## src/rtl/text_console_cursor_writer_core_assert.svh

```systemverilog
// assertion macros used by the console cursor writer engine
`ifndef TEXT_CONSOLE_CURSOR_WRITER_CORE_ASSERT_SVH
`define TEXT_CONSOLE_CURSOR_WRITER_CORE_ASSERT_SVH

`ifndef ASSERT_OFF

// condition holds in the same cycle as the trigger
`define TCCW_ASSERT_SAME(label, clk, rst_n, trig, cond) \
    label: assert property (@(posedge clk) disable iff (!rst_n) (trig) |-> (cond)) \
        else $error("same-cycle check failed");

// condition holds in the cycle after the trigger
`define TCCW_ASSERT_NEXT(label, clk, rst_n, trig, cond) \
    label: assert property (@(posedge clk) disable iff (!rst_n) (trig) |=> (cond)) \
        else $error("next-cycle check failed");

`else

`define TCCW_ASSERT_SAME(label, clk, rst_n, trig, cond)
`define TCCW_ASSERT_NEXT(label, clk, rst_n, trig, cond)

`endif

`endif

```

## src/rtl/tccw_pkg.sv

```systemverilog
// shared types and constants of the console cursor writer
package tccw_pkg;

    typedef enum logic {
        REQ_CHAR    = 1'b0,
        REQ_SET_POS = 1'b1
    } t_req_type;

    localparam logic [7:0] NEWLINE_CODE = 8'd10;
    localparam logic [7:0] ATTR_RESET   = 8'd15;

endpackage

```

## src/rtl/tccw_if.sv

```systemverilog
// channel interfaces: request, result and attribute write
interface tccw_req_if #(
    parameter int ROW_W = 5,
    parameter int COL_W = 7
);
    logic             valid;
    logic             ready;
    logic             req_type;
    logic [7:0]       char_code;
    logic [ROW_W-1:0] row_number;
    logic [COL_W-1:0] column_number;

    modport source (output valid, req_type, char_code, row_number, column_number,
                    input ready);
    modport sink   (input valid, req_type, char_code, row_number, column_number,
                    output ready);
endinterface

interface tccw_res_if #(
    parameter int CELL_W = 11,
    parameter int RIDX_W = 5
);
    logic              valid;
    logic              ready;
    logic              cell_write;
    logic [CELL_W-1:0] cell_index;
    logic [15:0]       cell_data;
    logic              clear_row;
    logic [RIDX_W-1:0] clear_row_index;
    logic [CELL_W-1:0] cursor_after;

    modport source (output valid, cell_write, cell_index, cell_data, clear_row,
                    clear_row_index, cursor_after, input ready);
    modport sink   (input valid, cell_write, cell_index, cell_data, clear_row,
                    clear_row_index, cursor_after, output ready);
endinterface

interface tccw_cfg_if;
    logic       valid;
    logic       ready;
    logic [7:0] data;

    modport source (output valid, data, input ready);
    modport sink   (input valid, data, output ready);
endinterface

```

## src/rtl/tccw_in_stage.sv

```systemverilog
// input register stage for request items
module tccw_in_stage (
    input  logic        i_clk,
    input  logic        i_rst_n,
    tccw_req_if.sink    i_req,
    tccw_req_if.source  o_req
);
    logic r_valid;
    logic w_take;

    assign i_req.ready = !r_valid || o_req.ready;
    assign w_take      = i_req.valid && i_req.ready;
    assign o_req.valid = r_valid;

    always_ff @(posedge i_clk) begin
        if (!i_rst_n) begin
            r_valid <= 1'b0;
        end else if (w_take) begin
            r_valid <= 1'b1;
        end else if (o_req.ready) begin
            r_valid <= 1'b0;
        end
    end

    // payload needs no reset
    always_ff @(posedge i_clk) begin
        if (w_take) begin
            o_req.req_type      <= i_req.req_type;
            o_req.char_code     <= i_req.char_code;
            o_req.row_number    <= i_req.row_number;
            o_req.column_number <= i_req.column_number;
        end
    end
endmodule

```

## src/rtl/tccw_engine.sv

```systemverilog
// cursor state, per-item update logic and result register
`include "text_console_cursor_writer_core_assert.svh"

module tccw_engine #(
    parameter int COLUMNS = 80,
    parameter int ROWS    = 25,
    parameter int ROW_W   = 5,
    parameter int COL_W   = 7,
    parameter int CELL_W  = 11,
    parameter int RIDX_W  = 5,
    parameter int CIDX_W  = 7
) (
    input  logic        i_clk,
    input  logic        i_rst_n,
    input  logic [7:0]  i_text_attribute,
    tccw_req_if.sink    i_req,
    tccw_res_if.source  o_res
);
    import tccw_pkg::*;

    localparam logic [ROW_W-1:0]  END_ROW  = ROW_W'(ROWS);
    localparam logic [CELL_W-1:0] END_CELL = CELL_W'(ROWS * COLUMNS);

    // cursor kept as row, column and cell index together
    logic [ROW_W-1:0]  r_row,  n_row;
    logic [CIDX_W-1:0] r_col,  n_col;
    logic [CELL_W-1:0] r_cell, n_cell;

    logic              r_res_valid;
    logic              r_cell_write,  n_cell_write;
    logic [CELL_W-1:0] r_cell_index,  n_cell_index;
    logic [15:0]       r_cell_data,   n_cell_data;
    logic              r_clear_row,   n_clear_row;
    logic [RIDX_W-1:0] r_clear_idx,   n_clear_idx;

    logic              w_advance;
    logic              w_at_end;
    logic [ROW_W-1:0]  w_row;
    logic [CIDX_W-1:0] w_col;
    logic [CELL_W-1:0] w_cell;
    logic [RIDX_W-1:0] w_set_row;
    logic [CIDX_W-1:0] w_set_col;

    assign i_req.ready = !r_res_valid || o_res.ready;
    assign w_advance   = i_req.valid && i_req.ready;

    // end of screen wraps home before a character
    assign w_at_end = (r_row == END_ROW);
    assign w_row    = w_at_end ? '0 : r_row;
    assign w_col    = w_at_end ? '0 : r_col;
    assign w_cell   = w_at_end ? '0 : r_cell;

    // clamp the 1-based position into the grid
    always_comb begin
        if (i_req.row_number == '0) begin
            w_set_row = '0;
        end else if (i_req.row_number > END_ROW) begin
            w_set_row = RIDX_W'(ROWS - 1);
        end else begin
            w_set_row = RIDX_W'(i_req.row_number - 1'b1);
        end
        if (i_req.column_number == '0) begin
            w_set_col = '0;
        end else if (i_req.column_number > COL_W'(COLUMNS)) begin
            w_set_col = CIDX_W'(COLUMNS - 1);
        end else begin
            w_set_col = CIDX_W'(i_req.column_number - 1'b1);
        end
    end

    always_comb begin
        n_row        = r_row;
        n_col        = r_col;
        n_cell       = r_cell;
        n_cell_write = 1'b0;
        n_cell_index = '0;
        n_cell_data  = '0;
        n_clear_row  = 1'b0;
        n_clear_idx  = '0;
        case (t_req_type'(i_req.req_type))
            REQ_SET_POS: begin
                n_row  = ROW_W'(w_set_row);
                n_col  = w_set_col;
                n_cell = CELL_W'(w_set_row) * CELL_W'(COLUMNS) + CELL_W'(w_set_col);
            end
            REQ_CHAR: begin
                if (w_col == '0) begin
                    n_clear_row = 1'b1;
                    n_clear_idx = w_row[RIDX_W-1:0];
                end
                if (i_req.char_code == NEWLINE_CODE) begin
                    n_row  = w_row + 1'b1;
                    n_col  = '0;
                    n_cell = w_cell + CELL_W'(COLUMNS) - CELL_W'(w_col);
                end else begin
                    n_cell_write = 1'b1;
                    n_cell_index = w_cell;
                    n_cell_data  = {i_text_attribute, i_req.char_code};
                    n_cell       = w_cell + 1'b1;
                    if (w_col == CIDX_W'(COLUMNS - 1)) begin
                        n_col = '0;
                        n_row = w_row + 1'b1;
                    end else begin
                        n_col = w_col + 1'b1;
                        n_row = w_row;
                    end
                end
            end
            default: begin
                n_row = r_row;
            end
        endcase
    end

    always_ff @(posedge i_clk) begin
        if (!i_rst_n) begin
            r_row       <= '0;
            r_col       <= '0;
            r_cell      <= '0;
            r_res_valid <= 1'b0;
        end else begin
            if (w_advance) begin
                r_row  <= n_row;
                r_col  <= n_col;
                r_cell <= n_cell;
            end
            if (w_advance) begin
                r_res_valid <= 1'b1;
            end else if (o_res.ready) begin
                r_res_valid <= 1'b0;
            end
        end
    end

    always_ff @(posedge i_clk) begin
        if (w_advance) begin
            r_cell_write <= n_cell_write;
            r_cell_index <= n_cell_index;
            r_cell_data  <= n_cell_data;
            r_clear_row  <= n_clear_row;
            r_clear_idx  <= n_clear_idx;
        end
    end

    assign o_res.valid           = r_res_valid;
    assign o_res.cell_write      = r_cell_write;
    assign o_res.cell_index      = r_cell_index;
    assign o_res.cell_data       = r_cell_data;
    assign o_res.clear_row       = r_clear_row;
    assign o_res.clear_row_index = r_clear_idx;
    assign o_res.cursor_after    = r_cell;

    `TCCW_ASSERT_SAME(a_end_is_home_col, i_clk, i_rst_n, r_row == END_ROW, (r_col == '0) && (r_cell == END_CELL))
    `TCCW_ASSERT_NEXT(a_cursor_holds, i_clk, i_rst_n, !w_advance, $stable(r_cell) && $stable(r_row))
    `TCCW_ASSERT_SAME(a_clear_at_row_start, i_clk, i_rst_n, r_res_valid && r_clear_row && r_cell_write, r_cell_index == CELL_W'(r_clear_idx) * CELL_W'(COLUMNS))
endmodule

```

## src/rtl/text_console_cursor_writer_core.sv

```systemverilog
// top level of the text console cursor writer
//
//  channel   dir  handshake          payload
//  i_req     in   valid / ready      req_type, char_code, row_number, column_number
//  o_res     out  valid / ready      cell_write, cell_index, cell_data, clear_row,
//                                    clear_row_index, cursor_after
//  i_cfg     in   valid / ready      data (text attribute byte)
//
// one item per cycle sustained while the result channel is ready; each item passes
// from acceptance through the input register and then the cursor update feeding
// the result register
// the cursor add and compare sits between those two registers
// reset clears the cursor to the home cell and the attribute to 15
// a stalled result holds; the input register still takes one more item behind it
module text_console_cursor_writer_core #(
    parameter int COLUMNS = 80,
    parameter int ROWS    = 25
) (
    input  logic       i_clk,
    input  logic       i_rst_n,
    tccw_req_if.sink   i_req,
    tccw_res_if.source o_res,
    tccw_cfg_if.sink   i_cfg
);
    import tccw_pkg::*;

    // field widths follow the grid size
    localparam int ROW_W  = $clog2(ROWS + 1);
    localparam int COL_W  = $clog2(COLUMNS + 1);
    localparam int CELL_W = $clog2(ROWS * COLUMNS + 1);
    localparam int RIDX_W = $clog2(ROWS);
    localparam int CIDX_W = $clog2(COLUMNS);

    logic [7:0] r_text_attribute;

    // attribute writes are always taken
    assign i_cfg.ready = 1'b1;

    always_ff @(posedge i_clk) begin
        if (!i_rst_n) begin
            r_text_attribute <= ATTR_RESET;
        end else if (i_cfg.valid) begin
            r_text_attribute <= i_cfg.data;
        end
    end

    // registered copy of the request channel
    tccw_req_if #(.ROW_W(ROW_W), .COL_W(COL_W)) u_req_q ();

    tccw_in_stage u_in_stage (
        .i_clk   (i_clk),
        .i_rst_n (i_rst_n),
        .i_req   (i_req),
        .o_req   (u_req_q.source)
    );

    // cursor update and result register
    tccw_engine #(
        .COLUMNS (COLUMNS),
        .ROWS    (ROWS),
        .ROW_W   (ROW_W),
        .COL_W   (COL_W),
        .CELL_W  (CELL_W),
        .RIDX_W  (RIDX_W),
        .CIDX_W  (CIDX_W)
    ) u_engine (
        .i_clk            (i_clk),
        .i_rst_n          (i_rst_n),
        .i_text_attribute (r_text_attribute),
        .i_req            (u_req_q.sink),
        .o_res            (o_res)
    );
endmodule

```

## src/flat_wrapper.sv

```systemverilog
// flat-port wrapper written by rule: the top's interface ports become plain ports
module text_console_cursor_writer_core_flat import tccw_pkg::*;
#(
    parameter int COLUMNS = 80,
    parameter int ROWS    = 25
)
  (i_clk, i_rst_n, i_req_valid, i_req_req_type, i_req_char_code, i_req_row_number, i_req_column_number, i_req_ready, o_res_valid, o_res_cell_write, o_res_cell_index, o_res_cell_data, o_res_clear_row, o_res_clear_row_index, o_res_cursor_after, o_res_ready, i_cfg_valid, i_cfg_data, i_cfg_ready);
  tccw_req_if #(.ROW_W(5), .COL_W(7)) i_req_i ();
  tccw_res_if #(.CELL_W(11), .RIDX_W(5)) o_res_i ();
  tccw_cfg_if i_cfg_i ();
  input  logic i_clk;
  input  logic i_rst_n;
  input wire logic [$bits(i_req_i.valid)-1:0] i_req_valid;
  input wire logic [$bits(i_req_i.req_type)-1:0] i_req_req_type;
  input wire logic [$bits(i_req_i.char_code)-1:0] i_req_char_code;
  input wire logic [$bits(i_req_i.row_number)-1:0] i_req_row_number;
  input wire logic [$bits(i_req_i.column_number)-1:0] i_req_column_number;
  output wire logic [$bits(i_req_i.ready)-1:0] i_req_ready;
  output wire logic [$bits(o_res_i.valid)-1:0] o_res_valid;
  output wire logic [$bits(o_res_i.cell_write)-1:0] o_res_cell_write;
  output wire logic [$bits(o_res_i.cell_index)-1:0] o_res_cell_index;
  output wire logic [$bits(o_res_i.cell_data)-1:0] o_res_cell_data;
  output wire logic [$bits(o_res_i.clear_row)-1:0] o_res_clear_row;
  output wire logic [$bits(o_res_i.clear_row_index)-1:0] o_res_clear_row_index;
  output wire logic [$bits(o_res_i.cursor_after)-1:0] o_res_cursor_after;
  input wire logic [$bits(o_res_i.ready)-1:0] o_res_ready;
  input wire logic [$bits(i_cfg_i.valid)-1:0] i_cfg_valid;
  input wire logic [$bits(i_cfg_i.data)-1:0] i_cfg_data;
  output wire logic [$bits(i_cfg_i.ready)-1:0] i_cfg_ready;
  assign i_req_i.valid = i_req_valid;
  assign i_req_i.req_type = i_req_req_type;
  assign i_req_i.char_code = i_req_char_code;
  assign i_req_i.row_number = i_req_row_number;
  assign i_req_i.column_number = i_req_column_number;
  assign i_req_ready = i_req_i.ready;
  assign o_res_valid = o_res_i.valid;
  assign o_res_cell_write = o_res_i.cell_write;
  assign o_res_cell_index = o_res_i.cell_index;
  assign o_res_cell_data = o_res_i.cell_data;
  assign o_res_clear_row = o_res_i.clear_row;
  assign o_res_clear_row_index = o_res_i.clear_row_index;
  assign o_res_cursor_after = o_res_i.cursor_after;
  assign o_res_i.ready = o_res_ready;
  assign i_cfg_i.valid = i_cfg_valid;
  assign i_cfg_i.data = i_cfg_data;
  assign i_cfg_ready = i_cfg_i.ready;
  text_console_cursor_writer_core #(.COLUMNS(COLUMNS), .ROWS(ROWS)) u_core (.i_clk(i_clk), .i_rst_n(i_rst_n), .i_req(i_req_i), .o_res(o_res_i), .i_cfg(i_cfg_i));
endmodule
```

## config.mk

```make
export PLATFORM = sky130hd
export DESIGN_NAME = text_console_cursor_writer_core_flat
export DESIGN_NICKNAME = d
export VERILOG_FILES = /design/src/rtl/tccw_pkg.sv /design/src/rtl/tccw_if.sv /design/src/rtl/tccw_in_stage.sv /design/src/rtl/tccw_engine.sv /design/src/rtl/text_console_cursor_writer_core.sv /design/src/flat_wrapper.sv
export VERILOG_INCLUDE_DIRS = /design/src /design/src/rtl
export SDC_FILE = /design/constraint.sdc
export NUM_CORES = 1
export LEC_CHECK = 0
export BUFFER_PORTS_ARGS = -buffer_cell sky130_fd_sc_hd__buf_2
export CAP_MARGIN = 20
export CORE_MARGIN = 2
export CORE_UTILIZATION = 55
export CTS_BUF_LIST = sky130_fd_sc_hd__clkbuf_8 sky130_fd_sc_hd__clkbuf_16
export DETAILED_ROUTE_END_ITERATION = 6
export MAX_ROUTING_LAYER = met4
export PLACE_DENSITY_LB_ADDON = 0.05
export SLEW_MARGIN = 25
export SYNTH_ARGS = -nofsm -noshare
export SYNTH_HDL_FRONTEND = slang
export SYNTH_SLANG_ARGS = --single-unit
```

## constraint.sdc

```tcl
create_clock -name i_clk -period 8.2 [get_ports i_clk]
set_input_delay 0.82 -clock i_clk [delete_from_list [all_inputs] [get_ports i_clk]]
set_output_delay 0.82 -clock i_clk [all_outputs]
set_load 0.01 [all_outputs]
```

==> results.json <==
{
  "run_status": "completed",
  "critical_path_class": "flip-flop to flip-flop",
  "final_max_tran_viols": 0,
  "initial_utilization_pct": 55.9,
  "rsz_0062_raised_after_global_routing": "no",
  "muxShareOfSynthArea_pct": 2.38,
  "cp_max_stage_delay_ns": 0.68,
  "worst_hold_startpoint": "u_core.r_text_attribute[0]",
  "ant_nets": 0,
  "clock_latency_ns": 0.37,
  "clock-skew-final_ns": 0.0108,
  "clock_sinks": 88,
  "synth_most_common_cell": "sky130_fd_sc_hd__edfxtp_1",
  "synth_sequential_area_ratio_pct": 45.4,
  "post_cts_resized": 0,
  "fp.coreArea_sq_um": 9110,
  "timing.critical_path.from_type": "flip-flop",
  "setup-violations-final": 0,
  "num_cts_buffers": 9,
  "cp.required_ns": 8.43,
  "number_of_instances_in_the_synthesized_netlist": 512,
  "regToRegSetupSlack_ns": 4.44,
  "postCtsSetupBuffers": 0,
  "critical-path-slowest-cell": "sky130_fd_sc_hd__a2111oi_0",
  "drt_wl_total_um": 11400,
  "worst_slew_margin_rel_pct": 40.3,
  "horiz_die_dim_um": 100,
  "mappedNetlistNets": 583,
  "cts_hold_buffers": 0,
  "number_of_enable_flip_flop_cells_after_synthesis": 55,
  "min_delay_worst_endpoint": "u_core.r_text_attribute[0]",
  "cts-htree-levels": 3,
  "post-synth-top-area-fraction_pct": 32.4,
  "finish.net_count": 651,
  "cp_cell_sequence": "nand4bb_4, or2_4, and2_1, ha_1, ha_1, fa_1, a21o_1, a2111oi_0, a21oi_1, xor2_1, nand2_1, a31oi_1",
  "synth_top_cell_by_area": "sky130_fd_sc_hd__edfxtp_1",
  "max-clock-path-buffers": 2,
  "i_o_pin_cnt": 82,
  "power_leakage_uw": 0.00247,
  "synthTopCellsByArea": "sky130_fd_sc_hd__edfxtp_1 32%, sky130_fd_sc_hd__dfxtp_1 13%, sky130_fd_sc_hd__ha_1 8.3%",
  "synth-async-reset-ratio_pct": 0,
  "cell_at_the_root_of_the_clock_tree": "sky130_fd_sc_hd__clkbuf_8",
  "pin_count_of_the_biggest_net_entering_global_routing": 59,
  "final_sum_of_negative_setup_slack_ns": 0,
  "timing.critical_path.to_type": "flip-flop",
  "reg2reg_from": "u_core.u_engine.r_row[2]",
  "power-per-cell-area_nw_per_um2": 179,
  "synth-compound-area-share_pct": 14.8,
  "die_h_um": 100,
  "drt-wirelength-per-cell_um": 16.4,
  "dp.final_hpwl_um": 7960,
  "syn_area_sq_um": 5100,
  "grt_first_pass_wirelength_um": 18400,
  "timing_hold_violations_final": 0,
  "route.detailed.drc": 0,
  "gr-total-overflow": 0,
  "fin_total_pwr_uw": 1020,
  "reg2regPathDepth": 12,
  "post_route_cells_drive_above_1_share_pct": 19.8,
  "routed_via_density": 5.84,
  "synth_cell_types": 69,
  "dr.first_iter.drc_count": 287,
  "yosys.area_share.simple_pct": 18.5,
  "max_clock_freq_ghz": 0.266,
  "worst_hold_path_type": "flip-flop to flip-flop",
  "worst_ep_arrival_time_ns": 3.99,
  "period_minus_slack_ns": 3.76,
  "vdd_ir_drop_max_uv": 96.1,
  "synthAdderAreaFrac_pct": 9.53,
  "worstMarginPinSlew_ns": 0.895,
  "synth_seq_cells": 88,
  "timing.final.crit_share_pct": 45.8,
  "number_of_antenna_violations_at_the_first_check_in_global_routing": 0,
  "dr.pass1.iters": 7,
  "synth_top_family_by_area": "simple AND/OR/NAND/NOR gates",
  "critical_path.max_fanout": 32,
  "insertedDiodeCount": 0,
  "max_cap_violations": 0,
  "cts.clk_slew.worst_paths_ns": 0.09,
  "gp_congestion": 0.879,
  "design.die.area_sq_um": 10100,
  "cts_tree": "done",
  "io_buffer_count": 80,
  "flow.area_growth_from_synthesis_pct": 12.3,
  "yosysWarningCount": 0,
  "worst_hold_path.num_cells": 2,
  "via_count_of_the_first_global_routing_pass": 3844,
  "placement_rows": 35,
  "grtUsageTotal_pct": 24.0,
  "syn_avg_cell_area_sq_um": 9.95,
  "synth_area_in_xor_xnor_pct": 4.81,
  "crit_path_frequent_cell": "sky130_fd_sc_hd__ha_1",
  "num_vias": 4066,
  "timing.rr.end": "u_core.u_engine.o_res.cursor_after[9]",
  "dominantRegCellSynth": "sky130_fd_sc_hd__edfxtp_1",
  "netlist_top_cells_count": "55 x sky130_fd_sc_hd__edfxtp_1, 48 x sky130_fd_sc_hd__nand2_1, 38 x sky130_fd_sc_hd__nor2_1, 34 x sky130_fd_sc_hd__ha_1, 33 x sky130_fd_sc_hd__dfxtp_1"
}
## layout make-up
| type | instances | area [sq um] |
|---|---|---|
| fill | 754 | 3390 |
| multi-input combinational | 370 | 2550 |
| sequential | 88 | 2310 |
| timing repair buffer | 82 | 415 |
| tap | 111 | 139 |
| clock buffer | 9 | 124 |
| inverter | 29 | 111 |
| clock inverter | 7 | 71.3 |
## metal layers
layer	track usage, %	wire (um)
met1	30.2	4980
met2	38.9	5490
met3	3.62	671
met4	9.80	248
met5	-	0
## cells in the final DEF (no fill, tap or decap), types with 3 or more instances in the layout
master and instances:
sky130_fd_sc_hd__and3_1 21, sky130_fd_sc_hd__xnor2_1 13, sky130_fd_sc_hd__edfxtp_1 55, sky130_fd_sc_hd__inv_1 29, sky130_fd_sc_hd__nor3b_1 3, sky130_fd_sc_hd__a32o_1 4, sky130_fd_sc_hd__nor2_1 38, sky130_fd_sc_hd__a221oi_1 3
sky130_fd_sc_hd__a31oi_1 7, sky130_fd_sc_hd__a211oi_1 4, sky130_fd_sc_hd__o21ai_0 27, sky130_fd_sc_hd__nor3_1 10, sky130_fd_sc_hd__and2_1 12, sky130_fd_sc_hd__nand2b_1 3, sky130_fd_sc_hd__nor2b_1 11, sky130_fd_sc_hd__dfxtp_1 33
sky130_fd_sc_hd__ha_1 34, sky130_fd_sc_hd__a21oi_1 32, sky130_fd_sc_hd__mux2i_1 11, sky130_fd_sc_hd__a21o_1 8, sky130_fd_sc_hd__clkbuf_8 9, sky130_fd_sc_hd__nand3_1 11, sky130_fd_sc_hd__xor2_1 15, sky130_fd_sc_hd__fa_1 3
sky130_fd_sc_hd__buf_2 80, sky130_fd_sc_hd__nand4_1 3, sky130_fd_sc_hd__nand2_1 48, sky130_fd_sc_hd__o21bai_1 3
## registers in the layout, indices dropped and copies added, names as in the netlist
signal / flops
u_core.u_engine.o_res.valid: 1
u_core.u_engine.o_res.clear_row_index: 5
u_core.u_engine.o_res.cursor_after: 11
u_core.u_in_stage.o_req.valid: 1
u_core.u_in_stage.o_req.char_code: 8
u_core.u_engine.o_res.cell_write: 1
u_core.u_engine.r_col: 7
u_core.u_in_stage.o_req.row_number: 5
u_core.r_text_attribute: 8
u_core.u_engine.r_row: 5
u_core.u_in_stage.o_req.column_number: 7
u_core.u_engine.o_res.cell_index: 11
u_core.u_engine.o_res.cell_data: 16
u_core.u_in_stage.o_req.req_type: 1
u_core.u_engine.o_res.clear_row: 1
## how the worst max path moves through the flow
stage,from,to,cells after the start
floorplan,u_core.u_engine.r_row[2],u_core.u_engine.o_res.cursor_after[9],15
global placement,u_core.u_engine.r_row[2],u_core.u_engine.o_res.cursor_after[9],12
detailed placement,u_core.u_engine.r_row[2],u_core.u_engine.o_res.cursor_after[9],12
CTS,u_core.u_in_stage.o_req.row_number[0],u_core.u_engine.o_res.cursor_after[10],15
global route,u_core.u_engine.r_row[2],u_core.u_engine.o_res.cursor_after[9],12
finish,u_core.u_engine.r_row[2],u_core.u_engine.o_res.cursor_after[9],12
## logic make-up after synthesis
logic type,Yosys count
compound gates,114
xor+xnor,28
fa+ha+maj,37
buf+inv,54
flops,88
mux,12
other cells,1
simple gates,178
## power by group
part           internal [uW]  leakage (uW)  switching (uW)
Combinational           85.4       0.00157             113
Sequential               497      0.000797            19.9
Clock                    141     0.0000974             167
Total                    724       0.00247             300
## through the flow
stage	cell area [sq um]	utilization, %	hold slack, ns	cells	worst slack [ns]
after detailed placement	5530	60.7	0.449	680	4.52
after global placement	5530	60.7	0.445	680	4.57
after global routing	5720	62.8	0.490	696	4.14
final	5720	62.8	0.464	696	4.44
after CTS	5720	62.8	0.471	696	4.50
after floorplan	5100	-	0.433	512	4.57
## critical path, delay by kind of cell (launching register included)
| kind | cells | cell delay [ns] |
|---|---|---|
| xor gates and xnor gates | 1 | 0.18 |
| adders and majority gates | 3 | 0.94 |
| and+or+nand+nor | 4 | 0.97 |
| AOI/OAI and AO/OA | 4 | 1.11 |
| DFF | 1 | 0.40 |
Note: power is estimated with default switching activity, not from simulation.
